### src/hw/rtl/assert_macros.svh
// ----------------------------------------------------------------------------
// Assertion macros
// Concurrent assertion helpers; they compile away when SYNTHESIS is defined.
// ----------------------------------------------------------------------------
`ifndef ASSERT_MACROS_SVH
`define ASSERT_MACROS_SVH

`ifndef SYNTHESIS

// Check that a property holds at every rising clock edge outside reset
`define SED_ASSERT(label, clk, rst, prop) \
   label: assert property (@(posedge clk) disable iff (rst) prop) \
      else $error("sed assertion failed");

// Check that a condition never holds outside reset
`define SED_ASSERT_NEVER(label, clk, rst, expr) \
   label: assert property (@(posedge clk) disable iff (rst) !(expr)) \
      else $error("sed forbidden condition seen");

`else

`define SED_ASSERT(label, clk, rst, prop)
`define SED_ASSERT_NEVER(label, clk, rst, expr)

`endif

`endif

### src/hw/rtl/sed_pkg.sv
// ----------------------------------------------------------------------------
// Shake energy detector package
// Widths, reset values, register indexes, result codes and shared types.
// ----------------------------------------------------------------------------
package sed_pkg;

   // Field widths
   localparam int VEL_W      = 16;
   localparam int TICK_W     = 16;
   localparam int TIME_W     = 32;
   localparam int ENERGY_W   = 32;
   localparam int RATE_W     = 16;
   localparam int STATE_W    = 2;

   // Sum of squares and its root (radicand is the sum shifted up 16 bits)
   localparam int SQ_W       = 2 * VEL_W;
   localparam int ROOT_W     = 24;
   localparam int ROOT_STEPS = ROOT_W;
   localparam int SQ_STEPS   = VEL_W;
   localparam int CNT_W      = 5;

   // Stream and register port widths
   localparam int REQ_DATA_W = 80;
   localparam int RSP_DATA_W = 40;
   localparam int CSR_IDX_W  = 2;
   localparam int CSR_DATA_W = 32;

   // Register reset values
   localparam logic [ENERGY_W-1:0] THRESHOLD_RESET = 32'd2560000;
   localparam logic [RATE_W-1:0]   DECAY_RESET     = 16'd256;
   localparam logic [TIME_W-1:0]   COOLDOWN_RESET  = 32'd1000;

   // Register indexes
   typedef enum logic [CSR_IDX_W-1:0] {
      CSR_THRESHOLD = 2'd0,
      CSR_DECAY     = 2'd1,
      CSR_COOLDOWN  = 2'd2
   } csr_index_type;

   // Result codes
   typedef enum logic [STATE_W-1:0] {
      TRIG_NONE    = 2'd0,
      TRIG_ONGOING = 2'd1,
      TRIG_FIRED   = 2'd2
   } trig_state_type;

   // Control of a serial arithmetic unit
   typedef struct packed {
      logic load;
      logic step;
   } seq_ctl_type;

endpackage

### src/hw/rtl/shake_energy_detector.sv
// ----------------------------------------------------------------------------
// Shake energy detector
// Leaky energy integrator with a trigger threshold and a cooldown window.
// ----------------------------------------------------------------------------
// One item is handled at a time: it is accepted only while the block is idle,
// and the next item is not accepted until its result is loaded into the
// output register. The steps are the bit-serial squaring of both velocity
// components (run side by side with the leak product), the bit-serial square
// root of the 48-bit radicand (one load step plus 24 steps), then the
// saturating add, the leak and the threshold decision. A finished result may
// sit in the output register while the next item is already accepted; the
// decision step waits only if that register is full.
// ----------------------------------------------------------------------------
`include "assert_macros.svh"

module shake_energy_detector (
   input  logic                               clock,
   input  logic                               reset,
   // Items in
   input  logic                               req_tvalid,
   output logic                               req_tready,
   // vel_x[15:0], vel_y[31:16], elapsed_ticks[47:32], now_ticks[79:48]
   input  logic [sed_pkg::REQ_DATA_W-1:0]     req_tdata,
   // Results out
   output logic                               rsp_tvalid,
   input  logic                               rsp_tready,
   // trigger_state[1:0], energy_level[33:2], zero fill above
   output logic [sed_pkg::RSP_DATA_W-1:0]     rsp_tdata,
   // Register writes
   input  logic                               csr_wr_en,
   input  logic [sed_pkg::CSR_IDX_W-1:0]      csr_index,
   input  logic [sed_pkg::CSR_DATA_W-1:0]     csr_wr_data
);

   typedef enum logic [5:0] {
      ST_IDLE   = 6'b000001,
      ST_SQUARE = 6'b000010,
      ST_ROOT   = 6'b000100,
      ST_SUM    = 6'b001000,
      ST_LEAK   = 6'b010000,
      ST_DECIDE = 6'b100000
   } fsm_type;

   localparam int ENERGY_W = sed_pkg::ENERGY_W;
   localparam int VEL_W    = sed_pkg::VEL_W;

   // Request fields
   logic signed [VEL_W-1:0]          req_vel_x, req_vel_y;
   logic [sed_pkg::TICK_W-1:0]       req_elapsed;
   logic [sed_pkg::TIME_W-1:0]       req_now;
   logic [VEL_W-1:0]                 abs_x, abs_y;
   logic                             req_fire;

   // Configuration
   logic [ENERGY_W-1:0]              thresh_ff, thresh_in;
   logic [sed_pkg::RATE_W-1:0]       decay_ff, decay_in;
   logic [sed_pkg::TIME_W-1:0]       cool_len_ff, cool_len_in;

   // Detector state
   logic [ENERGY_W-1:0]              energy_ff, energy_in;
   logic [sed_pkg::TIME_W-1:0]       last_trig_ff, last_trig_in;
   logic                             has_trig_ff, has_trig_in;

   // Sequencer and work registers
   fsm_type                          state_ff, state_in;
   logic [sed_pkg::CNT_W-1:0]        cnt_ff, cnt_in;
   logic [sed_pkg::TIME_W-1:0]       now_ff, now_in;
   logic                             cool_ff, cool_in;
   logic [ENERGY_W-1:0]              base_ff, base_in;
   logic [ENERGY_W-1:0]              leaked_ff, leaked_in;

   // Output register
   logic                             rsp_valid_ff, rsp_valid_in;
   sed_pkg::trig_state_type          rsp_state_ff, rsp_state_in;
   logic [ENERGY_W-1:0]              rsp_energy_ff, rsp_energy_in;

   // Arithmetic units
   sed_pkg::seq_ctl_type             mul_ctl, root_ctl;
   logic [2*VEL_W-1:0]               sq_x, sq_y;
   logic [2*sed_pkg::RATE_W-1:0]     leak_amount;
   logic [sed_pkg::SQ_W-1:0]         sq_sum;
   logic [sed_pkg::ROOT_W-1:0]       root;

   // Combinational helpers
   logic [sed_pkg::TIME_W-1:0]       since_trig;
   logic [ENERGY_W:0]                acc_sum;
   logic                             out_load;
   logic                             fire;

   // Unpack the request
   assign req_vel_x   = req_tdata[VEL_W-1:0];
   assign req_vel_y   = req_tdata[2*VEL_W-1:VEL_W];
   assign req_elapsed = req_tdata[2*VEL_W+sed_pkg::TICK_W-1:2*VEL_W];
   assign req_now     = req_tdata[sed_pkg::REQ_DATA_W-1:2*VEL_W+sed_pkg::TICK_W];
   assign abs_x       = req_vel_x[VEL_W-1] ? VEL_W'(-req_vel_x) : req_vel_x;
   assign abs_y       = req_vel_y[VEL_W-1] ? VEL_W'(-req_vel_y) : req_vel_y;

   assign req_tready  = (state_ff == ST_IDLE);
   assign req_fire    = req_tvalid && req_tready;
   assign out_load    = (state_ff == ST_DECIDE) && (!rsp_valid_ff || rsp_tready);

   // Drive the serial units
   always_comb begin
      mul_ctl.load  = req_fire;
      mul_ctl.step  = (state_ff == ST_SQUARE);
      root_ctl.load = (state_ff == ST_ROOT) && (cnt_ff == '0);
      root_ctl.step = (state_ff == ST_ROOT) && (cnt_ff != '0);
   end

   sed_mul_serial #(.WIDTH(VEL_W)) u_sq_x (
      .clock        (clock),
      .ctl          (mul_ctl),
      .multiplicand (abs_x),
      .multiplier   (abs_x),
      .product      (sq_x)
   );

   sed_mul_serial #(.WIDTH(VEL_W)) u_sq_y (
      .clock        (clock),
      .ctl          (mul_ctl),
      .multiplicand (abs_y),
      .multiplier   (abs_y),
      .product      (sq_y)
   );

   sed_mul_serial #(.WIDTH(sed_pkg::RATE_W)) u_leak (
      .clock        (clock),
      .ctl          (mul_ctl),
      .multiplicand (decay_ff),
      .multiplier   (req_elapsed),
      .product      (leak_amount)
   );

   assign sq_sum = sq_x + sq_y;

   sed_isqrt_serial u_root (
      .clock    (clock),
      .ctl      (root_ctl),
      .radicand (sq_sum),
      .root     (root)
   );

   // Register writes; an index past the list is dropped
   always_comb begin
      thresh_in   = thresh_ff;
      decay_in    = decay_ff;
      cool_len_in = cool_len_ff;
      if (csr_wr_en) begin
         unique case (csr_index)
            sed_pkg::CSR_THRESHOLD: thresh_in   = csr_wr_data;
            sed_pkg::CSR_DECAY:     decay_in    = csr_wr_data[sed_pkg::RATE_W-1:0];
            sed_pkg::CSR_COOLDOWN:  cool_len_in = csr_wr_data;
            default: ;
         endcase
      end
   end

   // Sequence one item through squaring, root, add, leak and decision
   always_comb begin
      since_trig    = now_ff - last_trig_ff;
      acc_sum       = {1'b0, energy_ff} + {{(ENERGY_W+1-sed_pkg::ROOT_W){1'b0}}, root};
      fire          = !cool_ff && (leaked_ff > thresh_ff);

      state_in      = state_ff;
      cnt_in        = cnt_ff;
      now_in        = now_ff;
      cool_in       = cool_ff;
      base_in       = base_ff;
      leaked_in     = leaked_ff;
      energy_in     = energy_ff;
      last_trig_in  = last_trig_ff;
      has_trig_in   = has_trig_ff;
      rsp_valid_in  = rsp_valid_ff && !rsp_tready;
      rsp_state_in  = rsp_state_ff;
      rsp_energy_in = rsp_energy_ff;

      unique case (state_ff)
         ST_IDLE: begin
            if (req_fire) begin
               now_in   = req_now;
               cnt_in   = '0;
               state_in = ST_SQUARE;
            end
         end
         ST_SQUARE: begin
            // Cooldown check on wrapped time difference
            cool_in = has_trig_ff && (since_trig < cool_len_ff);
            cnt_in  = cnt_ff + 1'b1;
            if (cnt_ff == sed_pkg::CNT_W'(sed_pkg::SQ_STEPS - 1)) begin
               cnt_in   = '0;
               state_in = ST_ROOT;
            end
         end
         ST_ROOT: begin
            cnt_in = cnt_ff + 1'b1;
            if (cnt_ff == sed_pkg::CNT_W'(sed_pkg::ROOT_STEPS)) begin
               cnt_in   = '0;
               state_in = ST_SUM;
            end
         end
         ST_SUM: begin
            // Saturating add of the magnitude, skipped during cooldown
            if (cool_ff) begin
               base_in = energy_ff;
            end else if (acc_sum[ENERGY_W]) begin
               base_in = '1;
            end else begin
               base_in = acc_sum[ENERGY_W-1:0];
            end
            state_in = ST_LEAK;
         end
         ST_LEAK: begin
            // Leak clamped at zero
            leaked_in = (base_ff > leak_amount) ? (base_ff - leak_amount) : '0;
            state_in  = ST_DECIDE;
         end
         ST_DECIDE: begin
            // Hold until the output register is free
            if (out_load) begin
               rsp_valid_in = 1'b1;
               if (fire) begin
                  energy_in     = '0;
                  last_trig_in  = now_ff;
                  has_trig_in   = 1'b1;
                  rsp_state_in  = sed_pkg::TRIG_FIRED;
                  rsp_energy_in = '0;
               end else begin
                  energy_in     = leaked_ff;
                  rsp_energy_in = leaked_ff;
                  rsp_state_in  = (!cool_ff && (leaked_ff != '0)) ?
                                  sed_pkg::TRIG_ONGOING : sed_pkg::TRIG_NONE;
               end
               state_in = ST_IDLE;
            end
         end
         default: state_in = ST_IDLE;
      endcase
   end

   // Control state
   always_ff @(posedge clock) begin
      if (reset) begin
         state_ff     <= ST_IDLE;
         cnt_ff       <= '0;
         rsp_valid_ff <= 1'b0;
         energy_ff    <= '0;
         last_trig_ff <= '0;
         has_trig_ff  <= 1'b0;
         thresh_ff    <= sed_pkg::THRESHOLD_RESET;
         decay_ff     <= sed_pkg::DECAY_RESET;
         cool_len_ff  <= sed_pkg::COOLDOWN_RESET;
      end else begin
         state_ff     <= state_in;
         cnt_ff       <= cnt_in;
         rsp_valid_ff <= rsp_valid_in;
         energy_ff    <= energy_in;
         last_trig_ff <= last_trig_in;
         has_trig_ff  <= has_trig_in;
         thresh_ff    <= thresh_in;
         decay_ff     <= decay_in;
         cool_len_ff  <= cool_len_in;
      end
   end

   // Payload registers
   always_ff @(posedge clock) begin
      now_ff        <= now_in;
      cool_ff       <= cool_in;
      base_ff       <= base_in;
      leaked_ff     <= leaked_in;
      rsp_state_ff  <= rsp_state_in;
      rsp_energy_ff <= rsp_energy_in;
   end

   assign rsp_tvalid = rsp_valid_ff;
   assign rsp_tdata  = {{(sed_pkg::RSP_DATA_W-ENERGY_W-sed_pkg::STATE_W){1'b0}},
                        rsp_energy_ff, rsp_state_ff};

   // Checks
   `SED_ASSERT(a_busy_after_accept, clock, reset, req_fire |=> !req_tready)
   `SED_ASSERT(a_fire_clears_energy, clock, reset, rsp_tvalid && (rsp_state_ff == sed_pkg::TRIG_FIRED) |-> rsp_energy_ff == '0)
   `SED_ASSERT(a_fire_records_time, clock, reset, out_load && fire |=> has_trig_ff && (last_trig_ff == $past(now_ff)))
   `SED_ASSERT_NEVER(a_no_fire_in_cooldown, clock, reset, out_load && cool_ff && fire)

endmodule

### src/hw/rtl/sed_mul_serial.sv
// ----------------------------------------------------------------------------
// Serial multiplier
// Unsigned shift-add multiplier, one multiplier bit per step.
// ----------------------------------------------------------------------------
module sed_mul_serial #(
   parameter int WIDTH = sed_pkg::VEL_W
) (
   input  logic                   clock,
   input  sed_pkg::seq_ctl_type   ctl,
   input  logic [WIDTH-1:0]       multiplicand,
   input  logic [WIDTH-1:0]       multiplier,
   output logic [2*WIDTH-1:0]     product
);

   logic [WIDTH-1:0]   mcand_ff, mcand_in;
   logic [2*WIDTH-1:0] prod_ff, prod_in;
   logic [WIDTH:0]     part_sum;

   // Add the multiplicand into the upper half when the low bit is set
   always_comb begin
      part_sum = {1'b0, prod_ff[2*WIDTH-1:WIDTH]}
               + (prod_ff[0] ? {1'b0, mcand_ff} : {(WIDTH+1){1'b0}});
      mcand_in = mcand_ff;
      prod_in  = prod_ff;
      if (ctl.load) begin
         mcand_in = multiplicand;
         prod_in  = {{WIDTH{1'b0}}, multiplier};
      end else if (ctl.step) begin
         prod_in = {part_sum, prod_ff[WIDTH-1:1]};
      end
   end

   always_ff @(posedge clock) begin
      mcand_ff <= mcand_in;
      prod_ff  <= prod_in;
   end

   assign product = prod_ff;

endmodule

### src/hw/rtl/sed_isqrt_serial.sv
// ----------------------------------------------------------------------------
// Serial square root
// Restoring digit-by-digit root of (radicand << 16), one root bit per step.
// ----------------------------------------------------------------------------
module sed_isqrt_serial (
   input  logic                          clock,
   input  sed_pkg::seq_ctl_type          ctl,
   input  logic [sed_pkg::SQ_W-1:0]      radicand,
   output logic [sed_pkg::ROOT_W-1:0]    root
);

   localparam int REM_W   = sed_pkg::ROOT_W + 1;
   localparam int TRIAL_W = sed_pkg::ROOT_W + 3;

   logic [sed_pkg::SQ_W-1:0]   rad_ff, rad_in;
   logic [REM_W-1:0]           rem_ff, rem_in;
   logic [sed_pkg::ROOT_W-1:0] q_ff, q_in;
   logic [TRIAL_W-1:0]         rem_shift;
   logic [TRIAL_W-1:0]         trial;
   logic [TRIAL_W-1:0]         diff;

   // Bring down two radicand bits and try the next root bit
   always_comb begin
      rem_shift = {rem_ff, rad_ff[sed_pkg::SQ_W-1 -: 2]};
      trial     = {1'b0, q_ff, 2'b01};
      diff      = rem_shift - trial;
      rad_in    = rad_ff;
      rem_in    = rem_ff;
      q_in      = q_ff;
      if (ctl.load) begin
         rad_in = radicand;
         rem_in = '0;
         q_in   = '0;
      end else if (ctl.step) begin
         // Low radicand bits past the stored word are zero
         rad_in = {rad_ff[sed_pkg::SQ_W-3:0], 2'b00};
         if (rem_shift >= trial) begin
            rem_in = diff[REM_W-1:0];
            q_in   = {q_ff[sed_pkg::ROOT_W-2:0], 1'b1};
         end else begin
            rem_in = rem_shift[REM_W-1:0];
            q_in   = {q_ff[sed_pkg::ROOT_W-2:0], 1'b0};
         end
      end
   end

   always_ff @(posedge clock) begin
      rad_ff <= rad_in;
      rem_ff <= rem_in;
      q_ff   <= q_in;
   end

   assign root = q_ff;

endmodule
### config.mk
export PLATFORM = sky130hd
export DESIGN_NAME = shake_energy_detector
export DESIGN_NICKNAME = d
export VERILOG_FILES = /design/src/hw/rtl/sed_pkg.sv /design/src/hw/rtl/shake_energy_detector.sv /design/src/hw/rtl/sed_mul_serial.sv /design/src/hw/rtl/sed_isqrt_serial.sv
export VERILOG_INCLUDE_DIRS = /design/src /design/src/hw/rtl
export SDC_FILE = /design/constraint.sdc
export NUM_CORES = 1
export LEC_CHECK = 0
export ABC_CLOCK_PERIOD_IN_PS = 4450
export BUFFER_PORTS_ARGS = -buffer_cell sky130_fd_sc_hd__clkbuf_2
export CORE_MARGIN = 2
export CORE_UTILIZATION = 48
export DETAILED_ROUTE_END_ITERATION = 10
export GPL_TIMING_DRIVEN = 0
export MAX_ROUTING_LAYER = met4
export PLACE_DENSITY = 0.74
export SYNTH_ARGS = -nofsm -noshare
export SYNTH_HDL_FRONTEND = slang
export SYNTH_HIERARCHICAL = 1
export SYNTH_SLANG_ARGS = --single-unit
### constraint.sdc
create_clock -name clock -period 4.45 [get_ports clock]
set_input_delay 0.89 -clock clock [delete_from_list [all_inputs] [get_ports clock]]
set_output_delay 0.89 -clock clock [all_outputs]
set_load 0.03 [all_outputs]
==> flow_summary.toml, run 1 <==
[global_route]
grt_pass1_wl_um = 128000
grt_antenna_before_repair = 3
grt_max_degree = 66
overflow = 0
track_usage_pct = 24.5
grt_pass1_vias = 23400

[setup_path]
worstPathMaxFanout = 3
crit_arrival_ns = 4.66
cp_slowest_cell = "edfxtp_1"
path_cells = "inv_1 -> ha_1 -> inv_1 -> fa_2 -> a21oi_4 -> o2111ai_4 -> a211oi_2 -> nor2_2 -> a21o_1 -> a21oi_2 -> o21bai_1 -> a21oi_1 -> xnor2_1 -> ha_1 -> nor2b_1 -> o21ai_0 -> nand2b_1 -> a21oi_1 -> nor2b_1 -> o21ai_0 -> a31oi_1 -> nor4b_2"
r2r-start = "now_ff[0]"
crit_start = "now_ff[0]"
cp.required_ns = 4.89
crit_type = "reg2reg"
worst_setup_path_start_kind = "flip-flop"
path_delay_family = "compound AO/OA/AOI/OAI gates"
cp_slowest_stage_delay_ns = 0.40
critPathBufInv = 2
worstSetupEndpointType = "flip-flop"

[routing]
routed.top_layer = "met4"
wl_per_cell_um = 18.4
drc = 0
first_pass_iters = 5
avgViaCountPerCell = 5.69
vias = 25100
drt_iter0_markers = 2064
drt_wl_total_um = 81100
dr_wl_met2_um = 37400
ant_nets = 0
wl_met3_um = 4500
wl_met1_um = 36900

[clock_network]
htreeDepth = 2
clk_latency_ns = 0.64
cts_root_buf = "clkbuf_16"
cts.clk_slew.worst_paths_ns = 0.06
cts_sinks = 513
cts_buffers = 56
clock_path_buffers = 3
tritoncts = "done"
hold_buffers = 0

[power]
leakage_nw = 13.9
power_frac_comb_pct = 26.0
power.internal_mw = 9.60
p_per_area_nw_per_um2 = 398
ir_worst_vdd_v = 0.000305
power.share.clock_pct = 34.0
power_switching_mw = 4.41
pwr-share-seq_pct = 40.0
swShare_pct = 31.5

[logic_synthesis]
yosys.area_share.simple_pct = 15.1
synth_compound_area_share_pct = 18.3
synth_xor_area_share_pct = 4.64
synth_area_leaders = "edfxtp_1 25%, dfxtp_1 16%, ha_1 10%"
synth_seq_cells = 513
post-synth-top-area-cell = "edfxtp_1"
ys_types = 102
syn_area_per_cell_um2 = 9.53
yosys.area_share.adder_pct = 10.9
async_reset_ff_share_pct = 0
yosys.area.top_type_share_pct = 24.8
synth-seq-area-share_pct = 41.1
synth_edf_count = 259
synthMuxAreaShare_pct = 5.50
yosys_warnings = 6
synth_area_um2 = 31300
synth_top_family_by_area = "compound AO/OA/AOI/OAI gates"
synthFlopType = "edfxtp_1"
syn-instance-count = 3284

[finish]
final_util_pct = 54.6
drive_gt1_share_pct = 12.6
area.growth.synth_to_final_pct = 12.5
stdcell_count = 4410
design_area_um2 = 35200
final_cell_mix = "309 x nand2_1, 282 x a21oi_1, 261 x ha_1"
finalNetCount = 3892
final_common_cell = "nand2_1"

[die]
dieHeight_um = 259
io_pins = 161
initial_core_util_pct = 48.6
row_count = 93
coreArea_um2 = 64500
die_x_um = 259
die_area_um2 = 67300

[sta]
worst_slew_pin_slew_ns = 1.30
hold_viol = 0
setup_viol = 0
maxSlewHeadroom_pct = 13.2
fmax_mhz = 237
slew_violations = 0
clock_skew_ns = 0.0312
period_needed_ns = 4.21
fin_tns_setup_ns = 0
fin_ws_ns = 0.235
period_share_pct = 94.7

[place]
place_hpwl_um = 62100
preCtsSetupSlack_ns = -0.291
port_buffers = 153
place.gp.congestion = 0.965
placed_cells = 4299
dpl_cell_area_um2 = 33200

[status]
status = "finished, final reports clean"

[hold_path]
hp-start = "decay_ff[5]"
min_path_type = "reg2reg"

[job]
cap_violations = 0
## power by group through the flow
| stage | sequential (mW) | combinational, mW | clock, mW |
|---|---|---|---|
| floorplan | 5.60 | 2.76 | 0 |
| global placement | 5.71 | 3.49 | 0 |
| detailed placement | 5.71 | 3.56 | 0 |
| CTS | 5.61 | 3.59 | 4.84 |
| global route | 5.64 | 4.04 | 5.03 |
| finish | 5.60 | 3.64 | 4.77 |
## logic make-up after synthesis
group | count (synthesis)
adders and majority gates | 268
muxes | 162
AOI/OAI and AO/OA | 846
DFF | 513
and+or+nand+nor | 983
xor gates and xnor gates | 166
buffers and inverters | 345
other | 1
## path summary, 6_finish.rpt
check | endpoint | slack (ns) | cells past startpoint
hold / removal | u_leak/mcand_ff[5] | 0.43 | 0
setup reg to reg | cool_ff | 0.24 | 22
hold reg to reg | u_leak/mcand_ff[5] | 0.43 | 0
setup / recovery | cool_ff | 0.24 | 22
## per-layer routing
metal  GRT usage (%)  up-vias
met3            2.94      125
met5               -        -
li1                -    12400
met2            39.1      744
met4            7.36        0
met1            32.5    11800
## sequential cells by signal, indices dropped and copies added, names as in the netlist, 2 cells and up
name and flops:
base_ff 32, cool_len_ff 32, energy_ff 32, last_trig_ff 32, leaked_ff 32, now_ff 32, rsp_energy_ff 32, thresh_ff 32
u_leak/product 32, u_root/rad_ff 32, u_sq_x/product 32, u_sq_y/product 32, u_root/rem_ff 25, u_root/root 24, decay_ff 16, u_leak/mcand_ff 16
u_sq_x/mcand_ff 16, u_sq_y/mcand_ff 16, state_ff 6, cnt_ff 5, rsp_state_ff 2
## stage by stage
stage	hold WS, ns	power (mW)
CTS	0.400	14.0
finish	0.430	14.0
floorplan	0.408	8.36
detailed placement	0.419	9.26
global placement	0.414	9.20
global route	0.403	14.7
## layout make-up
cell class / instances / area, um2
clock buffers: 78 / 1660
fillers: 5737 / 29300
diodes: 3 / 7.51
inverters: 228 / 856
well taps: 855 / 1070
clock inverters: 27 / 240
plain buffers: 117 / 538
flip-flops and latches: 513 / 12900
repair buffers: 158 / 836
multi-input cells: 2431 / 17100
## worst reg2reg max path: stages, from the launching register on
cell,delay [ns]
edfxtp_1,0.40
inv_1,0.07
ha_1,0.17
inv_1,0.06
fa_2,0.37
a21oi_4,0.22
o2111ai_4,0.17
a211oi_2,0.34
nor2_2,0.09
a21o_1,0.20
a21oi_2,0.17
o21bai_1,0.08
a21oi_1,0.17
xnor2_1,0.17
ha_1,0.27
nor2b_1,0.13
o21ai_0,0.14
nand2b_1,0.08
a21oi_1,0.14
nor2b_1,0.05
o21ai_0,0.16
a31oi_1,0.13
nor4b_2,0.25
## timing repair
| action | CTS | global route |
|---|---|---|
| setup endpoints to repair | 1 | 1 |
| pin swaps | 1 | 5 |
| setup buffers | 1 | 2 |
| resized for setup | 4 | 7 |
## synthesized netlist by cell type, drive strengths merged (69+ instances only)
master	instances
nand2	311
a21oi	295
ha	261
edfxtp	259
dfxtp	254
nor2	245
inv	228
o21ai	135
xnor2	106
a21o	82
mux2i	82
mux2	80
clkbuf	76
nor2b	70
nand3	69
No activity file was read; power rests on OpenSTA's default activity.
==> inputs of run 2 (changes only) <==
RECOVER_POWER = 50   (was default)
==> run 2 against run 1 <==
  * The flow now finishes with violations (capacitance limit, slew limit)
  * Clock skew decreased by 0.00085 ns
  * Sequential power about the same
  * Utilization decreased by 0.10 points
  * Worst hold slack improved by 0.0013 ns
  * Fmax about the same
  * Die area unchanged
  * Largest cell class unchanged
  * Largest power group unchanged
==> flow_summary.toml, run 2 (synthesized netlist as in run 1, its figures left out) <==
[setup_path]
worstPathMaxFanout = 3
cp.required_ns = 4.82
path_cells = "inv_1 -> ha_1 -> inv_1 -> fa_2 -> a21oi_4 -> o2111ai_4 -> a211oi_2 -> buf_4 -> o311ai_2 -> a31oi_1 -> nor2_1 -> nand3_1 -> a21oi_1 -> xor2_1 -> ha_1 -> nand2_1 -> nor4_2 -> nand2_1 -> a31oi_1 -> nor4b_2"
worstSetupEndpointType = "flip-flop"
crit_arrival_ns = 4.58
crit_type = "reg2reg"
cp_slowest_cell = "edfxtp_1"
crit_start = "now_ff[0]"
worst_setup_path_start_kind = "flip-flop"
cp_slowest_stage_delay_ns = 0.40
r2r-start = "now_ff[0]"

[routing]
ant_nets = 0
drc = 0
drt_iter0_markers = 2112
first_pass_iters = 5
vias = 25000
drt_wl_total_um = 81200
avgViaCountPerCell = 5.68
wl_per_cell_um = 18.4

[power]
swShare_pct = 31.4
p_per_area_nw_per_um2 = 398
leakage_nw = 13.8
ir_worst_vdd_v = 0.000306
power_frac_comb_pct = 26.0
pwr-share-seq_pct = 40.0
power.internal_mw = 9.60
power.share.clock_pct = 34.0
power_switching_mw = 4.40

[sta]
fmax_mhz = 237
hold_viol = 0
setup_viol = 0
period_share_pct = 94.7
maxSlewHeadroom_pct = -2.75
clock_skew_ns = 0.0303
hold_ws_ns = 0.431
period_needed_ns = 4.22
slew_violations = 34
fin_ws_ns = 0.234
worst_slew_pin_slew_ns = 1.54

[global_route]
grt_pass1_wl_um = 128000
overflow = 0
grt_max_degree = 66
grt_antenna_before_repair = 3
track_usage_pct = 24.5
grt_pass1_vias = 23400

[hold_path]
min_path_type = "reg2reg"
hp-start = "decay_ff[5]"

[finish]
final_common_cell = "nand2_1"
final_cell_mix = "309 x nand2_1, 282 x a21oi_1, 261 x ha_1"
drive_gt1_share_pct = 11.3
finalNetCount = 3892
area.growth.synth_to_final_pct = 12.3

[die]
row_count = 93
die_area_um2 = 67300
io_pins = 161
coreArea_um2 = 64500
initial_core_util_pct = 48.6
die_x_um = 259
dieHeight_um = 259

[place]
preCtsSetupSlack_ns = -0.291
place.gp.congestion = 0.965
place_hpwl_um = 62100
port_buffers = 153

[clock_network]
cts_root_buf = "clkbuf_16"
tritoncts = "done"
cts_sinks = 513
cts.clk_slew.worst_paths_ns = 0.06
cts_buffers = 56
clock_path_buffers = 3
htreeDepth = 2
clk_latency_ns = 0.64

[status]
status = "complete, but fails checks"
violations = "capacitance limit, slew limit"

[job]
cap_violations = 1
## run 2: layout make-up
type                    count  area (um2)
plain buffers             117         538
clock inverters            27         240
well taps                 855        1070
fillers                  5775       29300
clock buffers              78        1660
diodes                      3        7.51
multi-input cells        2431       17100
flip-flops and latches    513       12900
inverters                 228         856
repair buffers            158         778
## run 2: metrics by stage
stage	std cells	utilization (%)	instance area, um2	TNS (ns)	total power [mW]
CTS	4405	54.5	35200	0	14.0
finish	4410	54.5	35100	0	14.0
floorplan	3289	-	31300	0	8.36
global route	4410	54.5	35100	-0.0119	14.7
detailed placement	4299	51.5	33200	-0.291	9.26
global placement	4297	51.4	33200	-217.68	9.20
## run 2: worst max-delay path, delay by kind of cell, from the launching register on
kind / cells / cell delay, ns
adder cells (fa/ha/maj): 3 / 0.83
buffers and inverters: 3 / 0.30
AO/OA/AOI/OAI: 7 / 1.48
flip-flops: 1 / 0.40
AND/OR/NAND/NOR: 6 / 0.79
XOR/XNOR: 1 / 0.16
## run 2: what timing repair did
action,in CTS,in global routing
hold buffers,0,0
pin swaps,1,5
cloned,0,0
setup endpoints to repair,1,1
resized for setup,4,7
buffers inserted,1,2
## run 2: final timing paths
check / endpoint / slack, ns / cells after the start
setup / recovery: cool_ff / 0.23 / 20
hold / removal: u_leak/mcand_ff[5] / 0.43 / 0
setup reg to reg: cool_ff / 0.23 / 20
hold reg to reg: u_leak/mcand_ff[5] / 0.43 / 0
## run 2: metal layers
metal  up-vias  wire length, um  global-route usage (%)
met5         -                0                       -
met4         0             2510                    7.36
met3       133             4450                    2.94
met2       680            37300                    39.1
met1     11900            36900                    32.5
li1      12400                -                       -
## run 2: power groups by stage
stage               clock network, mW  registers (mW)  logic, mW
finish                           4.76            5.60       3.64
global route                     5.03            5.64       4.04
CTS                              4.84            5.61       3.59
detailed placement                  0            5.71       3.56
global placement                    0            5.71       3.49
floorplan                           0            5.60       2.76
